File: src/rtl/core/multicast_hash_filter_builder_macros.svh
// Assertion helpers for the multicast hash filter builder
`ifndef MULTICAST_HASH_FILTER_BUILDER_MACROS_SVH
`define MULTICAST_HASH_FILTER_BUILDER_MACROS_SVH

// Implication checked on every rising clock edge, off during reset
`define MHF_ASSERT_IMPL(label, cond, prop, msg) \
   label: assert property (@(posedge clock) disable iff (reset) (cond) |-> (prop)) \
      else $error(msg);

// Next-cycle implication checked on every rising clock edge, off during reset
`define MHF_ASSERT_NEXT(label, cond, prop, msg) \
   label: assert property (@(posedge clock) disable iff (reset) (cond) |=> (prop)) \
      else $error(msg);

`endif

File: src/rtl/core/mhf_pkg.sv
`default_nettype none
package mhf_pkg;

   localparam int unsigned ADDRESS_BYTES = 6;
   localparam int unsigned MAC_WIDTH     = 48;
   localparam int unsigned INDEX_WIDTH   = 6;
   localparam int unsigned TABLE_WIDTH   = 64;
   localparam int unsigned HALF_WIDTH    = 32;
   localparam int unsigned CRC_WIDTH     = 32;
   localparam int unsigned INDEX_SHIFT   = 23;
   localparam int unsigned ADDR_BITS     = 8 * ADDRESS_BYTES;

   localparam logic [CRC_WIDTH-1:0]   CRC_PRESET = 32'hFFFF_FFFF;
   localparam logic [CRC_WIDTH-1:0]   CRC_POLY   = 32'h04C1_1DB7;
   localparam logic [INDEX_WIDTH-1:0] INDEX_MASK = 6'h3F;

   typedef logic [MAC_WIDTH-1:0]   mac_type;
   typedef logic [INDEX_WIDTH-1:0] index_type;
   typedef logic [TABLE_WIDTH-1:0] table_type;

   // one entry moving from the input register to the result register
   typedef struct packed {
      logic      fire;
      logic      valid;
      logic      last;
      index_type index;
   } update_type;

   // address bytes first byte first, each byte lsb first; bits above 47 read as zero
   function automatic logic [CRC_WIDTH-1:0] addr_crc(input mac_type addr);
      logic [CRC_WIDTH-1:0] crc;
      logic [63:0]          ext;
      logic                 fb;
      int unsigned          k;
      int unsigned          b;
      crc = CRC_PRESET;
      ext = {{(64-MAC_WIDTH){1'b0}}, addr};
      for (int unsigned n = 0; n < ADDR_BITS; n++) begin
         k   = n / 8;
         b   = n % 8;
         fb  = crc[CRC_WIDTH-1] ^ ext[8*(ADDRESS_BYTES-1-k) + b];
         crc = {crc[CRC_WIDTH-2:0], 1'b0} ^ (fb ? CRC_POLY : '0);
      end
      return crc;
   endfunction

endpackage
`default_nettype wire

File: src/rtl/core/multicast_hash_filter_builder.sv
// Multicast hash filter builder. One filter entry per beat on req_ builds a 64-bit
// multicast hash table: a valid entry sets the bit chosen by CRC-32 bits 28 to 23 of
// its address, and every entry gives one rsp_ beat with the index and the table after
// it. The entry flagged last_entry returns the finished table with table_complete set
// and the table then clears. An entry is registered on acceptance, hashed by an
// unrolled CRC network and table update, moved into the result register once that
// register is free or being taken, and held there until taken; one entry per cycle
// sustained while rsp_ready stays high.
`default_nettype none
`include "multicast_hash_filter_builder_macros.svh"
module multicast_hash_filter_builder
   import mhf_pkg::*;
(
   input  wire                   clock,
   input  wire                   reset,
   input  wire                   req_valid,
   output logic                  req_ready,
   input  wire [MAC_WIDTH-1:0]   req_mac_address,
   input  wire                   req_entry_valid,
   input  wire                   req_last_entry,
   output logic                  rsp_valid,
   input  wire                   rsp_ready,
   output logic [INDEX_WIDTH-1:0] rsp_hash_index,
   output logic                  rsp_index_used,
   output logic [HALF_WIDTH-1:0] rsp_table_low,
   output logic [HALF_WIDTH-1:0] rsp_table_high,
   output logic                  rsp_table_complete
);

   logic      in_valid_ff;
   logic      in_valid_in;
   mac_type   in_mac_ff;
   logic      in_entry_ff;
   logic      in_last_ff;

   logic      out_valid_ff;
   logic      out_valid_in;
   index_type out_index_ff;
   logic      out_used_ff;
   table_type out_table_ff;
   logic      out_last_ff;

   logic       advance;
   logic       accept;
   index_type  crc_index;
   update_type upd;
   table_type  table_after;
   logic       used_beat;
   logic       unused_beat;

   assign advance   = in_valid_ff && (!out_valid_ff || rsp_ready);
   assign req_ready = !in_valid_ff || advance;
   assign accept    = req_valid && req_ready;

   mhf_crc_index u_crc (
      .mac_address (in_mac_ff),
      .hash_index  (crc_index)
   );

   always_comb begin
      upd.fire  = advance;
      upd.valid = in_entry_ff;
      upd.last  = in_last_ff;
      upd.index = crc_index;
   end

   mhf_table u_table (
      .clock       (clock),
      .reset       (reset),
      .upd         (upd),
      .table_after (table_after)
   );

   always_comb begin
      in_valid_in = in_valid_ff;
      if (accept) begin
         in_valid_in = 1'b1;
      end else if (advance) begin
         in_valid_in = 1'b0;
      end
      out_valid_in = out_valid_ff;
      if (advance) begin
         out_valid_in = 1'b1;
      end else if (rsp_ready) begin
         out_valid_in = 1'b0;
      end
   end

   always_ff @(posedge clock) begin
      if (reset) begin
         in_valid_ff  <= 1'b0;
         out_valid_ff <= 1'b0;
      end else begin
         in_valid_ff  <= in_valid_in;
         out_valid_ff <= out_valid_in;
      end
   end

   always_ff @(posedge clock) begin
      if (accept) begin
         in_mac_ff   <= req_mac_address;
         in_entry_ff <= req_entry_valid;
         in_last_ff  <= req_last_entry;
      end
      if (advance) begin
         out_index_ff <= in_entry_ff ? crc_index : '0;
         out_used_ff  <= in_entry_ff;
         out_table_ff <= table_after;
         out_last_ff  <= in_last_ff;
      end
   end

   assign rsp_valid          = out_valid_ff;
   assign rsp_hash_index     = out_index_ff;
   assign rsp_index_used     = out_used_ff;
   assign rsp_table_low      = out_table_ff[HALF_WIDTH-1:0];
   assign rsp_table_high     = out_table_ff[TABLE_WIDTH-1:HALF_WIDTH];
   assign rsp_table_complete = out_last_ff;

   assign used_beat   = out_valid_ff && out_used_ff;
   assign unused_beat = out_valid_ff && !out_used_ff;

   // unused entries report index zero
   `MHF_ASSERT_IMPL(a_unused_zero, unused_beat, out_index_ff == '0, "index on unused entry")
   // a used index is set in the table it reports
   `MHF_ASSERT_IMPL(a_index_in_table, used_beat, out_table_ff[out_index_ff], "hash bit missing")
   // every entry leaving the input register lands in the result register
   `MHF_ASSERT_NEXT(a_advance_fills_output, advance, out_valid_ff, "result beat lost")

endmodule
`default_nettype wire

File: src/rtl/core/mhf_crc_index.sv
`default_nettype none
module mhf_crc_index
   import mhf_pkg::*;
(
   input  wire mac_type   mac_address,
   output index_type      hash_index
);

   logic [CRC_WIDTH-1:0] crc;

   assign crc        = addr_crc(mac_address);
   assign hash_index = crc[INDEX_SHIFT +: INDEX_WIDTH] & INDEX_MASK;

endmodule
`default_nettype wire

File: src/rtl/core/mhf_table.sv
`default_nettype none
module mhf_table
   import mhf_pkg::*;
(
   input  wire             clock,
   input  wire             reset,
   input  wire update_type upd,
   output table_type       table_after
);

   table_type table_ff;
   table_type table_in;
   table_type bit_set;

   always_comb begin
      bit_set           = '0;
      bit_set[upd.index] = upd.valid;
      table_after       = table_ff | bit_set;
      table_in          = table_ff;
      if (upd.fire) begin
         table_in = upd.last ? '0 : table_after;
      end
   end

   always_ff @(posedge clock) begin
      if (reset) begin
         table_ff <= '0;
      end else begin
         table_ff <= table_in;
      end
   end

endmodule
`default_nettype wire

File: config.mk
export PLATFORM = sky130hd
export DESIGN_NAME = multicast_hash_filter_builder
export DESIGN_NICKNAME = d
export VERILOG_FILES = /design/src/rtl/core/mhf_pkg.sv /design/src/rtl/core/multicast_hash_filter_builder.sv /design/src/rtl/core/mhf_crc_index.sv /design/src/rtl/core/mhf_table.sv
export VERILOG_INCLUDE_DIRS = /design/src /design/src/rtl/core
export SDC_FILE = /design/constraint.sdc
export NUM_CORES = 1
export LEC_CHECK = 0
export BUFFER_PORTS_ARGS = -buffer_cell sky130_fd_sc_hd__buf_2
export CAP_MARGIN = 20
export CELL_PAD_IN_SITES_DETAIL_PLACEMENT = 0
export CELL_PAD_IN_SITES_GLOBAL_PLACEMENT = 2
export CORE_MARGIN = 1.5
export CORE_UTILIZATION = 25
export DETAILED_ROUTE_END_ITERATION = 8
export PLACE_DENSITY = 0.51
export SLEW_MARGIN = 15
export SYNTH_ARGS = -nofsm -noshare
export SYNTH_HDL_FRONTEND = slang
export SYNTH_SLANG_ARGS = --single-unit
File: constraint.sdc
create_clock -name clock -period 7.39 [get_ports clock]
set_input_delay 0.3695 -clock clock [delete_from_list [all_inputs] [get_ports clock]]
set_output_delay 0.3695 -clock clock [all_outputs]
set_load 0.01 [all_outputs]
# Word-level counts from Yosys, hierarchy flattened
# Index checks and enable logic that the tools add are counted.
# totals
register_bits	188
input_bits	54
output_inout_bits	74
wordCells	173
# classes
order_cmp	2
mux	55
bitwise	97
reduce_logical	9
# op_table
op	n
$xor A32 B32 Y32	45
$mux W27	48
$and A64 B64 Y64	1
$mux W64	1
$or A64 B64 Y64	1
$xor A1 B1 Y1	47
$xor A32 B27 Y32	1
$not A31 Y31	1
$xor A29 B29 Y29	1
$lt A6 B7 Y1 const B	1
$demux W1 S6	1
$ge A6 B1 Y1 const B	1
$mux W1	5
$reduce_bool A2 Y1	2
$logic_and A1 B1 Y1	3
$logic_not A1 Y1	2
$logic_or A1 B1 Y1	2

# Depth between registers and ports, before layout
# Gate-level depths: netlist of the first run.
# logic_depth
ltp_word	150
ltp_mapped	10
ltp_nobuf	9

# Cells and area by module
# From an unflattened synthesis of the first run, not the netlist that was laid out.
# hier_totals
cells_unflattened	662
area_unflattened_um2	9292.7
# modules_own_cells
module	instances	cells_per_inst	area_per_inst_um2	seq_area_each_um2
multicast_hash_filter_builder	1	138	3804.9	3703.6
mhf_table	1	330	2914.0	1281.2
mhf_crc_index	1	194	2573.7	0.0

# Worst setup path before layout of the first run
# Ideal clock, no wire load.
# synth_timing
kind	reg2reg
startpoint	register out_valid_ff (netlist: rsp_valid)
endpoint	register u_table.table_ff[50]
setup_time_ns	0.061
t_arrival_ns	6.121
required_time_ns	7.329
setup_slack_ns	1.208
stages_incl_launch_ff	6
n_path_buf	0
synth_period_minus_slack_ns	6.182
cell_sequence	dfxtp_1 -> nor2b_1 -> nor2b_1 -> nand2_1 -> nor4_4 -> a22o_1
# synth_between
elab_chain_cells	3
# synth_rtl
item	line_no	source
start, declared	multicast_hash_filter_builder.sv:36	logic out_valid_ff;
start signal, assigned	multicast_hash_filter_builder.sv:95	out_valid_ff <= out_valid_in;
$logic_not A1 Y1	multicast_hash_filter_builder.sv:51	assign advance = in_valid_ff && (!out_valid_ff || rsp_ready);
$logic_or A1 B1 Y1	multicast_hash_filter_builder.sv:51	
$logic_and A1 B1 Y1	multicast_hash_filter_builder.sv:51	
named net advance	multicast_hash_filter_builder.sv:43	logic advance;
end signal, assigned	mhf_table.sv:29	table_ff <= table_in;
end, declared	mhf_table.sv:11	table_type table_ff;
# The timed path passes the listed nets, and every way through them passes these cells.
# A chain may end at the register's enable or synchronous reset.

# Final worst setup path of the first run
# layout_timing
startpoint	register in_mac_ff[43]
endpoint	register out_table_ff[60], data pin
# layout_between
elab_chain_cells	67
word_cells_on_any_way	118
cone_classes	order compare (2); mux (35); bitwise (80); reduce/logical (1)
# layout_rtl
item	line_no	source
start, declared	multicast_hash_filter_builder.sv:32	mac_type in_mac_ff;
start signal, assigned	multicast_hash_filter_builder.sv:101	in_mac_ff <= req_mac_address;
$xor A1 B1 Y1 (*)	mhf_pkg.sv:41	fb = crc[CRC_WIDTH-1] ^ ext[8*(ADDRESS_BYTES-1-k) + b];
$mux W27 (*)	mhf_pkg.sv:42	crc = {crc[CRC_WIDTH-2:0], 1'b0} ^ (fb ? CRC_POLY : '0);
$xor A32 B32 Y32 (*) (6 in series)	mhf_pkg.sv:42	
$xor A1 B1 Y1	mhf_pkg.sv:41	
$mux W27	mhf_pkg.sv:42	
$xor A32 B32 Y32 (*) (6 in series)	mhf_pkg.sv:42	
$xor A1 B1 Y1	mhf_pkg.sv:41	
$mux W27	mhf_pkg.sv:42	
[... 42 more ...]	--	
$xor A29 B29 Y29 (*)	mhf_pkg.sv:42	
$lt A6 B7 Y1 (not written as such) / $ge A6 B1 Y1 (equally long branches)	mhf_table.sv:17	bit_set[upd.index] = upd.valid;
$logic_and A1 B1 Y1 (not written as such)	mhf_table.sv:17	
$mux W1 (not written as such)	mhf_table.sv:17	
$demux W1 S6 (*)	--	
$and A64 B64 Y64 (no source line) (*)	--	
$or A64 B64 Y64 (*)	mhf_table.sv:18	table_after = table_ff | bit_set;
named net table_after[60]	multicast_hash_filter_builder.sv:47	table_type table_after;
end signal, assigned	multicast_hash_filter_builder.sv:108	out_table_ff <= table_after;
end, declared	multicast_hash_filter_builder.sv:40	table_type out_table_ff;
# The timed path passes the listed nets; every way through them passes the cells marked *.

==> impl_metrics.tcl, run 1 <==
set metrics [dict create \
    status "finished, final reports clean" \
    grt_max_degree 74 \
    hp-class "input port to register" \
    seq_area_frac_synth 0.532 \
    drt_iter0_drc 336 \
    drive_gt1_frac 0.305 \
    crit_path_start_kind "register" \
    worstMarginPinSlew_ps 1050 \
    antenna_cells_inserted 0 \
    die-area_um2 38700 \
    max_freq_mhz 198 \
    ys_types 29 \
    placed_cells 1154 \
    fin_setup_tns_ps 0 \
    portBuffers 127 \
    grt_pass1_wl_mm 39.6 \
    crit_type "register to register" \
    syn_area_per_cell_um2 16.3 \
    fin_cells 1186 \
    drtPass1Iterations 4 \
    timing.hold.ws_ps 88.1 \
    critPathCaptureType "register" \
    timing.final.crit_share 0.683 \
    cts.sinks 188 \
    finClkSkew_ps 22.0 \
    netlist_top_cells_area "edfxtp_1 39%, dfxtp_1 14%, xnor3_1 9.9%" \
    synth_edf_count 122 \
    vias 5280 \
    synth_common_cells "122 x edfxtp_1, 83 x xnor2_1, 66 x dfxtp_1" \
    rr_worst_depth 9 \
    max-cap-violations 0 \
    dieHeight_um 197 \
    final_core_util 0.304 \
    min_period_ps 5050 \
    cts_buffers 17 \
    cts_max_path_buffers 2 \
    synth_most_common_cell "edfxtp_1" \
    rsz0062_at_grt "false" \
    antenna_left 0 \
    relSlewSlack 0.302 \
    core_region_area_um2 36800 \
    cp_data_required_time_ps 7660 \
    ctsRootBufferMaster "clkbuf_16" \
    grt_use_total 0.143 \
    postCtsSetupRepairBufs 0 \
    r2r_slack_ps 2340 \
    drt_wl_total_mm 26.6 \
    dpl.hpwl_mm 18.4 \
    cp-endpoint "out_table_ff[60]" \
    rows 70 \
    async_flop_share 0 \
    maxSlewViolCount 0 \
    final_nets 759 \
    hold_buffers 0 \
    io_pins 128 \
    synth_top_cell_area_share 0.391 \
    clkSlewWorstSetupHoldPaths_ps 80 \
    syn_nets 628 \
    crit_fanout 9 \
    cp.arrival_ps 5320 \
    post_cts_resized 0 \
    wl_per_cell_um 22.4 \
    h-tree-depth 4 \
    ys_seq_elements 188 \
    yosys_warnings 0 \
    synthDominantAreaCellType "edfxtp_1" \
    start_util 0.255 \
    crit_start "in_mac_ff[43]" \
    routabilityCongestion 0.765 \
    drc 0 \
    area_growth_syn_to_layout_pct 19.2 \
    synth_area_um2 9370 \
    synthFlopType "edfxtp_1" \
    grt_antenna_before_repair 0 \
    r2r_end "out_table_ff[60]" \
    grt-ovfl-total 0 \
    clock_latency_ps 460 \
    hold_viol 0 \
    setup_viol 0 \
    netlist_instances 574 \
    r2r-start "in_mac_ff[43]" \
    cts_tree "built" \
    first_global_vias 5669 \
    via_per_inst 4.45 \
    die_x_um 197 \
]
-- worst min-delay path by stage --
stage / to / cells after the start / startpoint / slack [ps]
floorplan: in_valid_ff / 1 / reset / 440
global placement: u_table.table_ff[46] / 1 / u_table.table_ff[46] / 450
detailed placement: u_table.table_ff[0] / 1 / u_table.table_ff[0] / 460
CTS: in_mac_ff[13] / 1 / req_mac_address[13] / 60
global route: in_mac_ff[14] / 1 / req_mac_address[14] / 60
finish: in_mac_ff[14] / 1 / req_mac_address[14] / 90
-- metal layers --
layer / routed length (um) / GRT usage / vias up
met3: 1570 / 0.0351 / 28
li1: - / - / 2428
met5: 0 / 0 / -
met2: 11900 / 0.216 / 144
met4: 554 / 0.0481 / 0
met1: 12600 / 0.201 / 2680
-- through the flow --
step	cell area, um2	worst slack [ps]
2_1_floorplan	9370	1210
4_1_cts	11200	2280
5_1_grt	11200	2020
3_5_place_dp	10600	2310
6_report	11200	2340
3_3_place_gp	10600	2210
-- area by class of cell --
type | instances | area [um2]
fillers | 3665 | 25600
flip-flops and latches | 188 | 4980
multi-input cells | 366 | 4320
repair buffers | 132 | 673
well taps | 468 | 586
clock buffers | 18 | 450
clock inverters | 14 | 158
-- critical path: stages (launching register included) --
cell and delay [ps]:
edfxtp_1 650, xnor3_1 530, xor2_1 450, xnor3_1 400
xor3_1 460, xnor2_2 220, xnor3_1 510, xor2_2 560
nand3_1 690, o21bai_1 390
-- kinds of logic (layout without fill, tap and decap cells) --
kind of cell              Yosys count  in the layout  synth area share
DFF                               188            188             0.532
AOI/OAI and AO/OA                 131            131             0.113
buffers and inverters              20            164            0.0116
and+or+nand+nor                    46             46            0.0549
xor gates and xnor gates          189            189             0.289
-- state kept, by name (all words and copies together), names as in the netlist --
signal and count:
rsp_index_used 1, in_valid_ff 1, in_last_ff 1, rsp_table_complete 1, in_mac_ff 48, in_entry_ff 1
rsp_valid 1, rsp_hash_index 6, u_table.table_ff 64, out_table_ff 64
-- cells in the final DEF, fill, tap and decap left out, types with 2 or more instances in the layout --
cell / n
buf_2: 127
edfxtp_1: 122
xnor2_1: 83
dfxtp_1: 66
o21bai_1: 64
a22o_1: 64
xnor3_1: 41
xor2_1: 27
clkbuf_16: 18
nor4_4: 14
xnor2_2: 10
xor3_1: 9
nand3_1: 8
nand4_2: 7
xnor3_2: 6
and2_1: 6
xnor2_4: 5
xor2_2: 5
buf_4: 5
inv_8: 4
inv_6: 4
nor2_1: 3
clkinv_8: 3
nand2_1: 2
xor2_4: 2
nor4_2: 2
inv_4: 2
Power of run 1 is not shown: default switching activity piles up to over one toggle a cycle in this logic, so the estimate is an artifact.
==> run 2, diff against run 1 <==
- PLACE_DENSITY: 0.51 -> 0.53
- clock period: 7.39 -> 4.5 ns (I/O delays scaled with it)
==> impl_metrics.tcl, run 2 (synthesis results as in run 1) <==
set metrics [dict create \
    grt_pass1_wl_mm 39.2 \
    cts_buffers 17 \
    final_common_cell "buf_2" \
    dieHeight_um 197 \
    multiInputGateArea_um2 4330 \
    cts_max_path_buffers 2 \
    clock_latency_ps 450 \
    cp_data_required_time_ps 4780 \
    rsz0062_at_grt "true" \
    use_met3 0.0284 \
    finish.instance_area_um2 12200 \
    via_per_inst 4.32 \
    hp-start "req_valid" \
    met1_usage 0.203 \
    clkSlewWorstSetupHoldPaths_ps 90 \
    cts_tree "built" \
    start_util 0.255 \
    antenna_left 0 \
    max-cap-violations 0 \
    drt_wl_total_mm 25.9 \
    relSlewSlack 0.489 \
    first_global_vias 6030 \
    seq_area_um2 4980 \
    vias 5644 \
    wl_per_cell_um 19.9 \
    largest_registers "out_table_ff: 64 flops, u_table.table_ff: 64 flops, in_mac_ff: 48 flops" \
    crit_fanout 8 \
    drive_gt1_frac 0.346 \
    rows 70 \
    worstMarginPinSlew_ps 766 \
    die-area_um2 38700 \
    cp.arrival_ps 4600 \
    routabilityCongestion 0.809 \
    h-tree-depth 4 \
    die_x_um 197 \
    placedInstanceArea_um2 11100 \
    drt_iter0_drc 279 \
    final_nets 879 \
    status "finished, final reports clean" \
    io_pins 128 \
    most-common-layout-cells "127 x buf_2, 122 x edfxtp_1, 82 x xnor2_1" \
    finClkSkew_ps 20.4 \
    area_growth_syn_to_layout_pct 30.5 \
    crit_type "register to register" \
    antenna_cells_inserted 0 \
    grt_max_degree 65 \
    drc 0 \
    fill_cells 3565 \
    hp-class "input port to register" \
    cts.sinks 188 \
    grt-ovfl-total 0 \
    r2r-start "in_mac_ff[43]" \
    maxSlewViolCount 0 \
    timing.final.crit_share 0.961 \
    use_met2 0.211 \
    crit_path_start_kind "register" \
    grt_use_total 0.140 \
    ctsRootBufferMaster "clkbuf_16" \
    drtPass1Iterations 4 \
    max_freq_mhz 231 \
    critPathCaptureType "register" \
    crit_start "in_mac_ff[43]" \
    final_core_util 0.332 \
    min_period_ps 4330 \
    core_region_area_um2 36800 \
    busiest_layer "met2" \
    hold_viol 0 \
    grt_antenna_before_repair 0 \
    setup_viol 0 \
    dpl.hpwl_mm 18.6 \
    portBuffers 127 \
]
## run 2: final timing paths
path | to | slack, ps | depth (start not counted)
max | out_table_ff[30] | 170 | 12
min | in_valid_ff | 20 | 3
max reg2reg | out_table_ff[30] | 170 | 12
min reg2reg | u_table.table_ff[21] | 480 | 1
## run 2: timing repair
item,4_1_cts,5_1_grt
setup buffers,0,2
endpoints found under the setup margin,8,31
pin swaps,0,2
cloned,0,0
hold buffers,51,0
gates resized for setup,2,4
endpoints found under the hold margin,51,0
## run 2: routing by layer
layer / up-vias / share of wire / wire [um]
li1: 2666 / - / -
met1: 2867 / 0.51 / 13200
met2: 97 / 0.44 / 11500
met3: 14 / 0.035 / 898
met4: 0 / 0.011 / 289
met5: - / 0 / 0
## run 2: area by class of cell
| type | count | share of cell area |
|---|---|---|
| Clock buffer | 18 | 0.0351 |
| Clock inverter | 14 | 0.0140 |
| Multi-Input combinational cell | 366 | 0.354 |
| Sequential cell | 188 | 0.408 |
| Tap cell | 468 | 0.0479 |
| Timing Repair Buffer | 252 | 0.141 |
## run 2: worst max-delay path, stage by stage, from the launching register on
cell,delay (ps)
edfxtp_1,430
buf_12,170
xnor3_1,440
xor3_1,300
xnor3_1,470
xor3_1,460
xnor2_2,230
xnor3_1,520
xor2_2,260
buf_4,220
nand3_1,220
buf_4,240
o21bai_1,170
## run 2: through the flow
stage	setup TNS, ps	hold WS, ps	cells	setup WS [ps]
finish	0	18.9	1306	174
global route	-12.2	15.4	1306	-5.27
CTS	0	3.03	1304	72.8
detailed placement	-350	403	1221	-112
global placement	-813	401	1221	-169
floorplan	0	297	574	269
Power of run 2 is left out for the same reason.
